--- config.mk ---
export PLATFORM = sky130hd
export DESIGN_NAME = linear_key_value_table_unit
export DESIGN_NICKNAME = d
export VERILOG_FILES = /design/src/lkvt_pkg.sv /design/src/lkvt_ram.sv /design/src/lkvt_front.sv /design/src/lkvt_queue.sv /design/src/lkvt_back.sv /design/src/linear_key_value_table_unit.sv
export SDC_FILE = /design/constraint.sdc
export NUM_CORES = 2
export LEC_CHECK = 0
export BUFFER_PORTS_ARGS = -buffer_cell sky130_fd_sc_hd__buf_4
export CAP_MARGIN = 15
export CORE_ASPECT_RATIO = 1.2
export CORE_MARGIN = 2
export CORE_UTILIZATION = 45
export DETAILED_ROUTE_END_ITERATION = 8
export RECOVER_POWER = 100
export SLEW_MARGIN = 20
export SYNTH_ARGS = -nofsm -noshare
export SYNTH_HDL_FRONTEND = slang
export SYNTH_HIERARCHICAL = 1
export SYNTH_SLANG_ARGS = --single-unit
export TNS_END_PERCENT = 20
--- constraint.sdc ---
create_clock -name clock -period 14.4 [get_ports clock]
set_input_delay 1.44 -clock clock [delete_from_list [all_inputs] [get_ports clock]]
set_output_delay 1.44 -clock clock [all_outputs]
set_load 0.02 [all_outputs]
--- src/lkvt_pkg.sv ---
// lkvt_pkg: shared types, codes and field widths of the linear key/value table
// no dependencies; used by every module of the table except lkvt_ram

package lkvt_pkg;

   localparam int KEY_W   = 32;
   localparam int VALUE_W = 32;
   localparam int COUNT_W = 5;

   // request action codes as seen on the port
   localparam logic [1:0] ACT_ADD    = 2'd0;
   localparam logic [1:0] ACT_REMOVE = 2'd1;
   localparam logic [1:0] ACT_GET    = 2'd2;

   // internal operation codes after classification
   localparam logic [1:0] OP_NOP    = 2'd0;
   localparam logic [1:0] OP_ADD    = 2'd1;
   localparam logic [1:0] OP_REMOVE = 2'd2;
   localparam logic [1:0] OP_GET    = 2'd3;

   // result status codes
   localparam logic [1:0] ST_OK   = 2'd0;
   localparam logic [1:0] ST_FULL = 2'd1;
   localparam logic [1:0] ST_MISS = 2'd2;

   typedef struct packed {
      logic [1:0]         action;
      logic [KEY_W-1:0]   key;
      logic [VALUE_W-1:0] value;
   } req_type;

   typedef struct packed {
      logic [1:0]         status;
      logic [VALUE_W-1:0] value_out;
      logic [COUNT_W-1:0] entry_count;
   } rsp_type;

   // classified request as it waits in the queue
   typedef struct packed {
      logic [1:0]         op;
      logic [KEY_W-1:0]   key;
      logic [VALUE_W-1:0] value;
   } cmd_type;

endpackage

--- src/lkvt_ram.sv ---
// lkvt_ram: generic single-write, single-read ram with registered read data
// no dependencies

module lkvt_ram #(
   parameter int WIDTH = 64,
   parameter int DEPTH = 16
) (
   input  logic                                  clock,
   input  logic                                  wr_en,
   input  logic [(DEPTH > 1 ? $clog2(DEPTH) : 1)-1:0] wr_addr,
   input  logic [WIDTH-1:0]                      wr_data,
   input  logic [(DEPTH > 1 ? $clog2(DEPTH) : 1)-1:0] rd_addr,
   output logic [WIDTH-1:0]                      rd_data
);

   logic [WIDTH-1:0] mem_ff [DEPTH];
   logic [WIDTH-1:0] rd_data_ff;

   always_ff @(posedge clock) begin
      if (wr_en) begin
         mem_ff[wr_addr] <= wr_data;
      end
      rd_data_ff <= mem_ff[rd_addr];
   end

   assign rd_data = rd_data_ff;

endmodule

--- src/lkvt_front.sv ---
// lkvt_front: request acceptance and classification into queue commands
// depends on lkvt_pkg

module lkvt_front (
   input  logic              start,
   output logic              busy,
   input  lkvt_pkg::req_type req_data,
   input  logic              queue_full,
   output logic              push,
   output lkvt_pkg::cmd_type cmd
);

   assign busy = queue_full;
   assign push = start && !queue_full;

   always_comb begin
      cmd.key   = req_data.key;
      cmd.value = '0;
      unique case (req_data.action)
         lkvt_pkg::ACT_ADD: begin
            cmd.op    = lkvt_pkg::OP_ADD;
            cmd.value = req_data.value;
         end
         lkvt_pkg::ACT_REMOVE: cmd.op = lkvt_pkg::OP_REMOVE;
         lkvt_pkg::ACT_GET:    cmd.op = lkvt_pkg::OP_GET;
         default:              cmd.op = lkvt_pkg::OP_NOP;
      endcase
   end

endmodule

--- src/lkvt_queue.sv ---
// lkvt_queue: two-entry command queue between the front and the back end
// depends on lkvt_pkg

module lkvt_queue (
   input  logic              clock,
   input  logic              reset,
   input  logic              push,
   input  lkvt_pkg::cmd_type push_cmd,
   output logic              full,
   input  logic              pop,
   output logic              not_empty,
   output lkvt_pkg::cmd_type head_cmd
);

   lkvt_pkg::cmd_type entry_ff [2];
   logic              wr_ptr_ff, wr_ptr_in;
   logic              rd_ptr_ff, rd_ptr_in;
   logic [1:0]        fill_ff, fill_in;

   assign full      = (fill_ff == 2'd2);
   assign not_empty = (fill_ff != 2'd0);
   assign head_cmd  = entry_ff[rd_ptr_ff];

   always_comb begin
      wr_ptr_in = push ? !wr_ptr_ff : wr_ptr_ff;
      rd_ptr_in = pop ? !rd_ptr_ff : rd_ptr_ff;
      fill_in   = fill_ff + 2'(push) - 2'(pop);
   end

   always_ff @(posedge clock) begin
      if (reset) begin
         wr_ptr_ff <= 1'b0;
         rd_ptr_ff <= 1'b0;
         fill_ff   <= 2'd0;
      end else begin
         wr_ptr_ff <= wr_ptr_in;
         rd_ptr_ff <= rd_ptr_in;
         fill_ff   <= fill_in;
      end
   end

   always_ff @(posedge clock) begin
      if (push) begin
         entry_ff[wr_ptr_ff] <= push_cmd;
      end
   end

endmodule

--- src/lkvt_back.sv ---
// lkvt_back: executes queued commands against the entry ram, one entry per cycle
// depends on lkvt_pkg and lkvt_ram

module lkvt_back #(
   parameter int DEPTH = 16
) (
   input  logic              clock,
   input  logic              reset,
   input  logic              q_not_empty,
   input  lkvt_pkg::cmd_type q_cmd,
   output logic              q_pop,
   output logic              rsp_valid,
   output lkvt_pkg::rsp_type rsp_data
);

   localparam int IDX_W  = (DEPTH > 1) ? $clog2(DEPTH) : 1;
   localparam int CNT_W  = $clog2(DEPTH + 1);
   localparam int DATA_W = lkvt_pkg::KEY_W + lkvt_pkg::VALUE_W;

   localparam logic [1:0] S_IDLE  = 2'd0;
   localparam logic [1:0] S_SCAN  = 2'd1;
   localparam logic [1:0] S_SHIFT = 2'd2;

   logic [1:0]                  state_ff, state_in;
   logic [CNT_W-1:0]            count_ff, count_in;
   logic [IDX_W-1:0]            idx_ff, idx_in;
   logic [1:0]                  op_ff, op_in;
   logic [lkvt_pkg::KEY_W-1:0]  key_ff, key_in;
   logic                        rsp_valid_ff, rsp_valid_in;
   lkvt_pkg::rsp_type           rsp_data_ff, rsp_data_in;

   logic                        wr_en;
   logic [IDX_W-1:0]            wr_addr;
   logic [DATA_W-1:0]           wr_data;
   logic [IDX_W-1:0]            rd_addr;
   logic [DATA_W-1:0]           rd_data;
   logic                        last;
   logic                        hit;

   lkvt_ram #(
      .WIDTH(DATA_W),
      .DEPTH(DEPTH)
   ) u_ram (
      .clock  (clock),
      .wr_en  (wr_en),
      .wr_addr(wr_addr),
      .wr_data(wr_data),
      .rd_addr(rd_addr),
      .rd_data(rd_data)
   );

   // rd_data always holds the entry at idx_ff while scanning or shifting
   assign last = (CNT_W'(idx_ff) == count_ff - CNT_W'(1));
   assign hit  = (rd_data[DATA_W-1:lkvt_pkg::VALUE_W] == key_ff);

   always_comb begin
      state_in     = state_ff;
      count_in     = count_ff;
      idx_in       = idx_ff;
      op_in        = op_ff;
      key_in       = key_ff;
      q_pop        = 1'b0;
      wr_en        = 1'b0;
      wr_addr      = idx_ff;
      wr_data      = rd_data;
      rd_addr      = idx_ff + IDX_W'(1);
      rsp_valid_in = 1'b0;
      rsp_data_in  = rsp_data_ff;

      unique case (state_ff)
         S_IDLE: begin
            rd_addr = '0;
            if (q_not_empty) begin
               q_pop                 = 1'b1;
               op_in                 = q_cmd.op;
               key_in                = q_cmd.key;
               idx_in                = '0;
               rsp_data_in.value_out = '0;
               unique case (q_cmd.op) inside
                  lkvt_pkg::OP_ADD: begin
                     rsp_valid_in = 1'b1;
                     if (count_ff == CNT_W'(DEPTH)) begin
                        rsp_data_in.status      = lkvt_pkg::ST_FULL;
                        rsp_data_in.entry_count = lkvt_pkg::COUNT_W'(count_ff);
                     end else begin
                        wr_en    = 1'b1;
                        wr_addr  = count_ff[IDX_W-1:0];
                        wr_data  = {q_cmd.key, q_cmd.value};
                        count_in = count_ff + CNT_W'(1);
                        rsp_data_in.status      = lkvt_pkg::ST_OK;
                        rsp_data_in.entry_count = lkvt_pkg::COUNT_W'(count_in);
                     end
                  end
                  lkvt_pkg::OP_REMOVE, lkvt_pkg::OP_GET: begin
                     if (count_ff == '0) begin
                        rsp_valid_in            = 1'b1;
                        rsp_data_in.status      = lkvt_pkg::ST_MISS;
                        rsp_data_in.entry_count = lkvt_pkg::COUNT_W'(count_ff);
                     end else begin
                        state_in = S_SCAN;
                     end
                  end
                  default: begin
                     rsp_valid_in            = 1'b1;
                     rsp_data_in.status      = lkvt_pkg::ST_OK;
                     rsp_data_in.entry_count = lkvt_pkg::COUNT_W'(count_ff);
                  end
               endcase
            end
         end
         S_SCAN: begin
            if (hit) begin
               if (op_ff == lkvt_pkg::OP_GET) begin
                  rsp_valid_in            = 1'b1;
                  rsp_data_in.status      = lkvt_pkg::ST_OK;
                  rsp_data_in.value_out   = rd_data[lkvt_pkg::VALUE_W-1:0];
                  rsp_data_in.entry_count = lkvt_pkg::COUNT_W'(count_ff);
                  state_in                = S_IDLE;
               end else if (last) begin
                  count_in                = count_ff - CNT_W'(1);
                  rsp_valid_in            = 1'b1;
                  rsp_data_in.status      = lkvt_pkg::ST_OK;
                  rsp_data_in.entry_count = lkvt_pkg::COUNT_W'(count_in);
                  state_in                = S_IDLE;
               end else begin
                  // the read of the next entry is already under way
                  idx_in   = idx_ff + IDX_W'(1);
                  state_in = S_SHIFT;
               end
            end else if (last) begin
               rsp_valid_in            = 1'b1;
               rsp_data_in.status      = lkvt_pkg::ST_MISS;
               rsp_data_in.entry_count = lkvt_pkg::COUNT_W'(count_ff);
               state_in                = S_IDLE;
            end else begin
               idx_in = idx_ff + IDX_W'(1);
            end
         end
         S_SHIFT: begin
            // move the entry at idx down one place
            wr_en   = 1'b1;
            wr_addr = idx_ff - IDX_W'(1);
            wr_data = rd_data;
            if (last) begin
               count_in                = count_ff - CNT_W'(1);
               rsp_valid_in            = 1'b1;
               rsp_data_in.status      = lkvt_pkg::ST_OK;
               rsp_data_in.entry_count = lkvt_pkg::COUNT_W'(count_in);
               state_in                = S_IDLE;
            end else begin
               idx_in = idx_ff + IDX_W'(1);
            end
         end
         default: begin
            state_in = S_IDLE;
         end
      endcase
   end

   always_ff @(posedge clock) begin
      if (reset) begin
         state_ff     <= S_IDLE;
         count_ff     <= '0;
         rsp_valid_ff <= 1'b0;
      end else begin
         state_ff     <= state_in;
         count_ff     <= count_in;
         rsp_valid_ff <= rsp_valid_in;
      end
   end

   always_ff @(posedge clock) begin
      idx_ff      <= idx_in;
      op_ff       <= op_in;
      key_ff      <= key_in;
      rsp_data_ff <= rsp_data_in;
   end

   assign rsp_valid = rsp_valid_ff;
   assign rsp_data  = rsp_data_ff;

endmodule

--- src/linear_key_value_table_unit.sv ---
// linear_key_value_table_unit: top level of the linear key/value table
// adds and unused action codes need no walk of the entry ram; a lookup that hits entry i
// stops there, while removes and misses on a non-empty table walk to the last entry
// throughput: one add per cycle unless a walk runs; walks take one entry a cycle
// reset empties the table at once; a two-deep queue lets requests arrive while one runs
// results are registered and shown for one cycle; the receiver cannot stall them

module linear_key_value_table_unit #(
   parameter int DEPTH = 16
) (
   input  logic              clock,
   input  logic              reset,
   input  logic              start,
   output logic              busy,
   input  lkvt_pkg::req_type req_data,
   output logic              rsp_valid,
   output lkvt_pkg::rsp_type rsp_data
);

   logic              push;
   logic              queue_full;
   logic              q_not_empty;
   logic              q_pop;
   lkvt_pkg::cmd_type push_cmd;
   lkvt_pkg::cmd_type head_cmd;

   lkvt_front u_front (
      .start     (start),
      .busy      (busy),
      .req_data  (req_data),
      .queue_full(queue_full),
      .push      (push),
      .cmd       (push_cmd)
   );

   lkvt_queue u_queue (
      .clock    (clock),
      .reset    (reset),
      .push     (push),
      .push_cmd (push_cmd),
      .full     (queue_full),
      .pop      (q_pop),
      .not_empty(q_not_empty),
      .head_cmd (head_cmd)
   );

   lkvt_back #(
      .DEPTH(DEPTH)
   ) u_back (
      .clock      (clock),
      .reset      (reset),
      .q_not_empty(q_not_empty),
      .q_cmd      (head_cmd),
      .q_pop      (q_pop),
      .rsp_valid  (rsp_valid),
      .rsp_data   (rsp_data)
   );

endmodule
==> run_results.csv <==
group,metric,value,unit
grt,overflow,0,
critical_path,required,14.63,ns
route,vias,23402,
clocking,cts_resized,0,
synthesis,async_flop_share,0,%
synthesis,synth_top_cell_by_area,"edfxtp_1",
route,wirelength,109000,µm
timing,timing.slew.headroom,-220,%
timing,setup_viol_count_final,0,
min_path,hold_path.class,"reg2reg",
clocking,cts.sinks,1310,
synthesis,synth_edf_count,1233,
timing,fin_setup_tns,0,ns
place,portBuffers,109,
synthesis,ys_top_cells_by_count,"edfxtp_1, mux4_2, a22oi_1",
floorplanning,design.portCount,110,
grt,antenna_found_initial,3,
final_layout,num-nets-final,2606,
grt,grt_pass1_vias,24897,
clocking,clockBufferDepth,3,
synthesis,yosysMostFrequentCell,"edfxtp_1",
grt,grt_pass1_wl,162000,µm
timing,drv_slew,1543,
floorplanning,rows,134,
timing,finalCriticalPeriod,9.32,ns
critical_path,start_kind,"flop",
synthesis,synthTopCellsByArea,"edfxtp_1, mux4_2, dfxtp_1, mux2_2, a22oi_1",
timing,period_share,64.7,%
clocking,root_buffer,"clkbuf_16",
run_status,outcome,"finished, violations left",
floorplanning,chipWidth,309,µm
final_layout,layout-drive-gt1-share,22.2,%
clocking,cts_hold_buf,0,
clocking,numCtsBuffers,131,
synthesis,syn_area,50300,µm²
place,place_area,52700,µm²
synthesis,ys_seq_area_share,76.7,%
timing,rsz0062_at_grt,"no",
critical_path,crit_type,"reg2reg",
job,drv_cap,43,
clocking,clk_pin_slew_worst_paths,0.06,ns
route,ant_nets,0,
clocking,worst_skew_pair.late_latency,0.75,ns
floorplanning,start_util,45.3,%
timing,tightest_slew,4.80,ns
clocking,cts_tree,"built",
synthesis,synth.avg_cell_area,21.1,µm²
timing,final_hold_viol_count,0,
synthesis,synth_cell_types,59,
synthesis,ys_warn_count,6,
clocking,cts_setup_buffers,0,
timing,fin_skew,0.0345,ns
power,power_density,181,nW/µm²
critical_path,crit_path_end_kind,"flop",
critical_path,path_max_fanout,47,
route,wl_per_cell,26.4,µm
clocking,htreeDepth,4,
route,initialDrtViolationCount,2015,
synthesis,synth_cells,2385,
synthesis,ys.flop_type,"edfxtp_1",
place,dpl.hpwl,58500,µm
timing,fmax,0.107,GHz
floorplanning,die_h,370,µm
power,p_leak,0.0176,µW
route,dr.pass1.iters,7,
synthesis,synth-seq-cells,1310,
final_layout,area_delta_synth_final,12.2,%
synthesis,syn-num-nets,2466,
critical_path,cp.arrival,9.55,ns
run_status,violations,"max-capacitance violations, max-slew violations",
floorplanning,core-area,111000,µm²
route,drc,0,
floorplanning,dieArea,114000,µm²
route,vias_per_cell,5.67,
power,peakVddDrop,0.128,mV
grt,grt_max_degree,119,
synthesis,synth.top_cell.area_share,73.6,%
place,gp_congestion,0.828,
grt,groute.usage.overall,19.5,%
final_layout,stdcell_area,56400,µm²
## metal layers
layer,up-vias,wire (µm),global-route usage [%],share of wire (%)
met5,-,0,0,0
met4,0,3240,6.58,3.0
met3,191,6390,3.90,5.9
met2,747,54300,32.3,50
met1,12432,44700,25.9,41
li1,10032,-,-,-
## power by group
group / total, µW / switching (µW) / leakage, µW / internal (µW)
combinational: 1670 / 1160 / 0.00358 / 505
clock: 3390 / 1380 / 0.00211 / 2010
sequential: 5130 / 150 / 0.0119 / 4980
## worst paths after layout
path                                         from                         to  slack [ns]  depth (start not counted)
worst max register to register               flop  u_back/u_ram/mem_ff[9][6]        5.08                          8
worst min register to register  u_queue/rd_ptr_ff          u_queue/rd_ptr_ff        0.54                          2
worst max-delay path                         flop  u_back/u_ram/mem_ff[9][6]        5.08                          8
worst min-delay path            u_queue/rd_ptr_ff          u_queue/rd_ptr_ff        0.54                          2
## cell families (layout without fill, tap and decap cells)
logic type | Yosys count | after routing | share of synthesized area [%]
other | 0 | 1 | 0
XOR/XNOR | 44 | 44 | 0.821
AND/OR/NAND/NOR | 263 | 263 | 2.67
flip-flops | 1310 | 1310 | 76.7
multiplexers | 389 | 389 | 14.7
buffers and inverters | 169 | 412 | 1.89
adder cells (fa/ha/maj) | 12 | 12 | 0.298
AO/OA/AOI/OAI | 198 | 198 | 2.92
## worst max-delay path, cell delays in order, from the launching register on
cell and delay, ns:
dfxtp_1 1.46, mux2_1 0.46, nand2b_1 0.27, nor3_1 0.25, clkbuf_1 1.07, or2_2 0.32
nand3b_1 0.26, nor2_1 1.62, clkbuf_1 3.02
## cell usage in the layout, fill, tap and decap left out, types with 12 or more instances in the layout
cell / instances
nor3_1: 12
clkinv_2: 19
and2_2: 24
nor2_1: 30
mux4_2: 256
mux2_2: 26
xor2_1: 35
dfxtp_1: 77
a21oi_1: 23
buf_4: 45
clkbuf_1: 126
ha_1: 12
a22oi_1: 129
inv_1: 16
clkbuf_4: 21
nand2_1: 88
mux2_1: 103
clkbuf_16: 139
clkinv_1: 14
edfxtp_1: 1233
and2_0: 34
## state kept, by name (all words and copies together), names as in the netlist, named ones only
name and count:
u_back/rsp_data 39, u_back/key_ff 32, u_back/count_ff 5, u_back/idx_ff 4
u_back/state_ff 2, u_queue/fill_ff 2, u_back/op_ff 2, u_back/u_ram/rd_data 64
u_queue/entry_ff 132, u_back/u_ram/mem_ff 1024, u_queue/rd_ptr_ff 1, u_back/rsp_valid 1
u_queue/wr_ptr_ff 1
## cell type report
class	count	area, µm²
sequential	1310	38600
fill	8958	54600
tap	1496	1870
multi-input combinational	906	10700
antenna	1	2.50
inverter	16	60.1
clock buffer	184	3750
timing repair buffer	160	896
clock inverter	52	548
## metrics by stage
step                      cells  power (µW)  hold WS (ns)  setup slack, ns  util, %
after floorplan            2385        6320         0.481             6.77        -
after global placement     3886        6940         0.493             9.14     47.4
after detailed placement   3887        7020         0.506             9.08     47.5
after CTS                  4123       10400         0.543             9.05     51.3
after global routing       4124       10600         0.570             4.44     50.8
final                      4125       10200         0.541             5.08     50.8
No activity file was read; power rests on OpenSTA's default activity.
